### config.mk
export PLATFORM = sky130hd
export DESIGN_NAME = ssrl_cell
export DESIGN_NICKNAME = d
export VERILOG_FILES = /design/src/rtl/sorted_symbol_range_lookup_core_defines.svh /design/src/rtl/ssrl_pkg.sv /design/src/rtl/ssrl_cell.sv
export SDC_FILE = /design/constraint.sdc
export NUM_CORES = 1
export LEC_CHECK = 0
export BUFFER_PORTS_ARGS = -buffer_cell sky130_fd_sc_hd__buf_2
export CORE_AREA = 2 2 177 179
export DETAILED_ROUTE_END_ITERATION = 6
export DIE_AREA = 0 0 179 181
export PLACE_DENSITY_LB_ADDON = 0.1
export SYNTH_ARGS = -nofsm -noshare
export SYNTH_HDL_FRONTEND = slang
export SYNTH_SLANG_ARGS = --single-unit
### constraint.sdc
create_clock -name clock -period 20.2 [get_ports clock]
set_input_delay 3.03 -clock clock [delete_from_list [all_inputs] [get_ports clock]]
set_output_delay 3.03 -clock clock [all_outputs]
set_load 0.01 [all_outputs]
### src/rtl/sorted_symbol_range_lookup_core_defines.svh
// ----------------------------------------------------------------------------
// Sorted symbol range lookup: assertion macros
// Concurrent assertion wrappers; empty when SYNTHESIS is defined.
// ----------------------------------------------------------------------------
`ifndef SORTED_SYMBOL_RANGE_LOOKUP_CORE_DEFINES_SVH
`define SORTED_SYMBOL_RANGE_LOOKUP_CORE_DEFINES_SVH

`ifndef SYNTHESIS
`define SSRL_ASSERT(label, clk, rst, prop) \
   label: assert property (@(posedge clk) disable iff (rst) prop) \
      else $error("ssrl assertion failed");
`define SSRL_ASSERT_ALWAYS(label, clk, prop) \
   label: assert property (@(posedge clk) prop) \
      else $error("ssrl assertion failed");
`else
`define SSRL_ASSERT(label, clk, rst, prop)
`define SSRL_ASSERT_ALWAYS(label, clk, prop)
`endif

`endif

### src/rtl/ssrl_pkg.sv
// ----------------------------------------------------------------------------
// Sorted symbol range lookup package
// Transfer types, action and status codes shared by the core and its cells.
// ----------------------------------------------------------------------------
`timescale 1ns / 1ps
`default_nettype none

package ssrl_pkg;

   localparam int ADDR_W = 64;
   localparam int SIZE_W = 31;
   localparam int SYM_W  = 16;

   localparam logic [1:0] ACT_INSERT = 2'd0;
   localparam logic [1:0] ACT_CLEAR  = 2'd1;
   localparam logic [1:0] ACT_LOOKUP = 2'd2;

   localparam logic [1:0] STATUS_OK   = 2'd0;
   localparam logic [1:0] STATUS_MISS = 2'd1;
   localparam logic [1:0] STATUS_FULL = 2'd2;

   typedef struct packed {
      logic [1:0]        action;
      logic [ADDR_W-1:0] address;
      logic [SYM_W-1:0]  symbol_id;
      logic [SIZE_W-1:0] entry_size;
   } req_type;

   typedef struct packed {
      logic [1:0]        status;
      logic [SYM_W-1:0]  found_id;
      logic [ADDR_W-1:0] offset;
   } rsp_type;

   typedef struct packed {
      logic              insert_en;
      logic              lookup_en;
      logic [ADDR_W-1:0] address;
      logic [SIZE_W-1:0] entry_size;
   } cell_ctrl_type;

   typedef struct packed {
      logic              hit;
      logic              last;
      logic [ADDR_W-1:0] start;
      logic [SIZE_W-1:0] size;
   } cell_sel_type;

endpackage

`default_nettype wire

### src/rtl/ssrl_cell.sv
// ----------------------------------------------------------------------------
// Sorted symbol range lookup cell
// One table slot: holds an entry, shifts right on insert, flags a lookup match.
// ----------------------------------------------------------------------------
`timescale 1ns / 1ps
`default_nettype none

module ssrl_cell import ssrl_pkg::*; #(
   parameter int ID_WIDTH = 16
) (
   input  wire logic                clock,
   input  wire cell_ctrl_type       ctrl,
   input  wire logic [ID_WIDTH-1:0] new_id,
   input  wire logic                occupied,
   input  wire logic                left_le,
   input  wire logic [ADDR_W-1:0]   left_start,
   input  wire logic [SIZE_W-1:0]   left_size,
   input  wire logic [ID_WIDTH-1:0] left_id,
   input  wire logic                right_le,
   input  wire logic                right_occ,
   output logic                     le,
   output logic [ADDR_W-1:0]        start,
   output logic [SIZE_W-1:0]        size,
   output logic [ID_WIDTH-1:0]      id,
   output cell_sel_type             sel,
   output logic [ID_WIDTH-1:0]      sel_id
);

   logic [ADDR_W-1:0]   start_ff;
   logic [SIZE_W-1:0]   size_ff;
   logic [ID_WIDTH-1:0] id_ff;
   cell_sel_type        sel_ff, sel_in;
   logic [ID_WIDTH-1:0] sel_id_ff, sel_id_in;
   logic                match;

   assign le    = occupied && (start_ff <= ctrl.address);
   assign match = le && !right_le;

   always_comb begin
      sel_in.hit   = match;
      sel_in.last  = match && !right_occ;
      sel_in.start = match ? start_ff : '0;
      sel_in.size  = match ? size_ff : '0;
      sel_id_in    = match ? id_ff : '0;
   end

   always_ff @(posedge clock) begin
      if (ctrl.insert_en && !le) begin
         if (left_le) begin
            start_ff <= ctrl.address;
            size_ff  <= ctrl.entry_size;
            id_ff    <= new_id;
         end else begin
            start_ff <= left_start;
            size_ff  <= left_size;
            id_ff    <= left_id;
         end
      end
      if (ctrl.lookup_en) begin
         sel_ff    <= sel_in;
         sel_id_ff <= sel_id_in;
      end
   end

   assign start  = start_ff;
   assign size   = size_ff;
   assign id     = id_ff;
   assign sel    = sel_ff;
   assign sel_id = sel_id_ff;

endmodule

`default_nettype wire

==> impl_metrics.yaml <==
setup_path:
  crit_fanout: 3
  regToRegStartpoint: "start[41]"
  reg2reg_slack_ns: 16.34
  worst_setup_path_start_kind: "primary input"
  crit_path_start: "ctrl[70]"
  reg2reg_depth: 8
  arrival_ns: 5.18
  reg2reg_to: "sel[95]"
  cp-end-kind: "output pin"
  critical_path_class: "primary input to output pin"
  critPathRequiredTime_ns: 17.17
  crit_path_end: "le"
power_and_ir_drop:
  combPwrFrac: 0.136
  internal-power_uw: 891
  netSwitchingPower_uw: 288
  power_frac_seq: 0.478
  swShare: 0.244
  p_per_area_nw_per_um2: 83.2
  leakagePower_nw: 6.35
  vdd_drop_max_mv: 0.0535
  clock_power_share: 0.386
routing:
  highest_layer: "met4"
  wl_met2_um: 15800
  dr.pass1.iters: 5
  drtIter0Drc: 372
  ant_nets: 0
  routed-wl-met3_um: 2810
  vias: 7709
  drc: 0
  wl_per_cell_um: 20.1
  wl_met1_um: 12600
  drt-total-wl_um: 32100
  viasPerCell: 4.83
logic_synthesis:
  synth_area_um2: 10700
  synth_ff_type: "edfxtp_1"
  ys_async_sr_fraction: 0
  synth_fp_nets: 1020
  avgSynthCellArea_um2: 14.7
  synth_edf_count: 224
  ys_seq_area_frac: 0.629
  ys_warn_count: 0
  netlist-cell-type-count: 35
  synth-seq-cells: 224
  synth_cells: 727
clock_tree:
  cts_resized: 0
  cts_setup_buffers: 0
  cts_made_buffers: 27
  cts_tree: "yes"
  ctsHtreeMaxLevel: 1
  clk_pin_slew_ns: 0.05
  ctsHoldBuffers: 0
  cts.sinks: 224
  cts-root-buf: "clkbuf_16"
  clk_path_buf_depth: 3
  clkLatencyLatePin_ns: 0.53
sta:
  timing.setup.tns_ns: 0
  fin_crit_sh: 0.406
  skew_ns: 0.0154
  slew_headroom: 0.348
  timing.hold.ws_ns: 0.591
  clock.fmax_mhz: 122
  drv_slew: 0
  tightest_slew_ns: 0.978
  setup_viol: 0
  final-hold-violation-count: 0
  setup_ws_ns: 11.99
  rsz0062_at_grt: "no"
  min_period_ns: 8.21
grt:
  grt_pass1_wl_um: 46800
  track_usage: 0.193
  grt_overflow: 0
  antenna_found_initial: 3
  grt_pass1_vias: 7737
  grt_max_degree: 69
cells_and_area:
  nets: 1471
  drive_above_1_share: 0.508
  instances_no_fill: 1596
  final_core_util: 0.467
  area_growth_pct: 32.3
floorplan:
  die_x_um: 179
  die_h_um: 181
  ios: 454
  start_util: 0.353
  coreArea_um2: 30300
  dieArea_um2: 32400
  num_rows: 64
worst_hold_path:
  holdCritPathClass: "flip-flop to flip-flop"
status:
  status: "finished, final reports clean"
run:
  maxCapViolCount: 0
place:
  dpl.hpwl_um: 23700
  place.gp.congestion: 0.822
  pre_cts_ws_ns: 11.98
  dp.cells: 1545
  portBuffers: 453
[area by class of cell]
type | instances | area (µm²)
fill | 2796 | 16200
timing repair buffer | 459 | 2320
clock buffer | 36 | 709
tap | 396 | 495
sequential | 224 | 6730
clock inverter | 12 | 109
inverter | 68 | 255
antenna | 3 | 7.51
multi-input combinational | 398 | 3540
[routing by layer]
metal,vias up,global-route usage
li1,3659,-
met1,3688,0.236
met2,318,0.335
met3,44,0.0509
met4,0,0.0501
met5,-,0
[critical path: stages]
cell	delay, ns
buf_2	0.08
inv_1	0.03
ha_1	0.31
nand4_1	0.15
nor4_1	0.63
nand4_1	0.22
a31oi_1	0.27
nor2_1	0.14
a21o_1	0.17
buf_2	0.15
[cell usage after synthesis (2+ instances only)]
library cell	instances	area share
a21boi_1	67	0.047
o21ai_0	6	0.0028
buf_2	2	0.00094
o21ai_1	2	0.00094
nand4_1	14	0.0082
clkbuf_1	27	0.0095
a21oi_1	26	0.012
o211ai_1	2	0.0014
nand3_1	7	0.0033
nor2_1	6	0.0021
buf_6	8	0.0084
a211oi_1	2	0.0014
nor3_1	5	0.0023
a21boi_0	44	0.031
mux2_2	111	0.12
ha_1	64	0.075
inv_1	68	0.024
a221oi_1	5	0.0041
nand2_1	20	0.0070
nand2b_1	3	0.0018
edfxtp_1	224	0.63
[how the worst min path moves through the flow]
| stage | from | end | slack (ns) | cells past startpoint |
|---|---|---|---|---|
| floorplan | size[25] | sel[25] | 0.64 | 1 |
| global placement | size[27] | sel[27] | 0.58 | 1 |
| detailed placement | size[27] | sel[27] | 0.58 | 1 |
| CTS | size[27] | sel[27] | 0.59 | 1 |
| global route | size[26] | sel[26] | 0.62 | 1 |
| finish | size[27] | sel[27] | 0.59 | 1 |
[power groups by stage]
stage               combinational [mW]  clock [mW]  sequential (mW)
global placement                 0.163           0            0.573
finish                           0.160       0.455            0.563
CTS                              0.164       0.469            0.564
global route                     0.177       0.488            0.567
floorplan                       0.0670           0            0.590
detailed placement               0.163           0            0.573
[sequential cells by signal (all words and copies together) (netlist names)]
register / flops
size: 31
start: 64
sel_id: 16
id: 16
sel: 97
[metrics by stage]
step	total power, mW	cell area [µm²]
2_1_floorplan	0.657	10700
3_3_place_gp	0.735	13300
3_5_place_dp	0.736	13300
4_1_cts	1.20	14200
5_1_grt	1.23	14200
6_report	1.18	14200
[logic make-up after synthesis]
| logic type | synth area share |
|---|---|
| buf+inv | 0.0427 |
| fa+ha+maj | 0.0748 |
| compound gates | 0.106 |
| mux | 0.117 |
| flops | 0.629 |
| simple gates | 0.0311 |
[cell usage in the layout (no fill, tap or decap), types with 3 or more instances in the layout]
master,netlist,final
nand2_1,20,19
nor3_1,5,5
edfxtp_1,224,224
ha_1,64,64
buf_4,0,8
nand2b_1,3,3
a21oi_1,26,26
o21ai_0,6,6
nor2_1,6,6
a21boi_0,44,44
mux2_2,111,111
diode_2,0,3
inv_1,68,68
clkbuf_1,27,9
nand3_1,7,7
clkinv_1,0,6
a221oi_1,5,5
clkbuf_16,0,27
nand4_1,14,14
buf_2,2,451
a21boi_1,67,67
(Power assumes the default switching activity.)
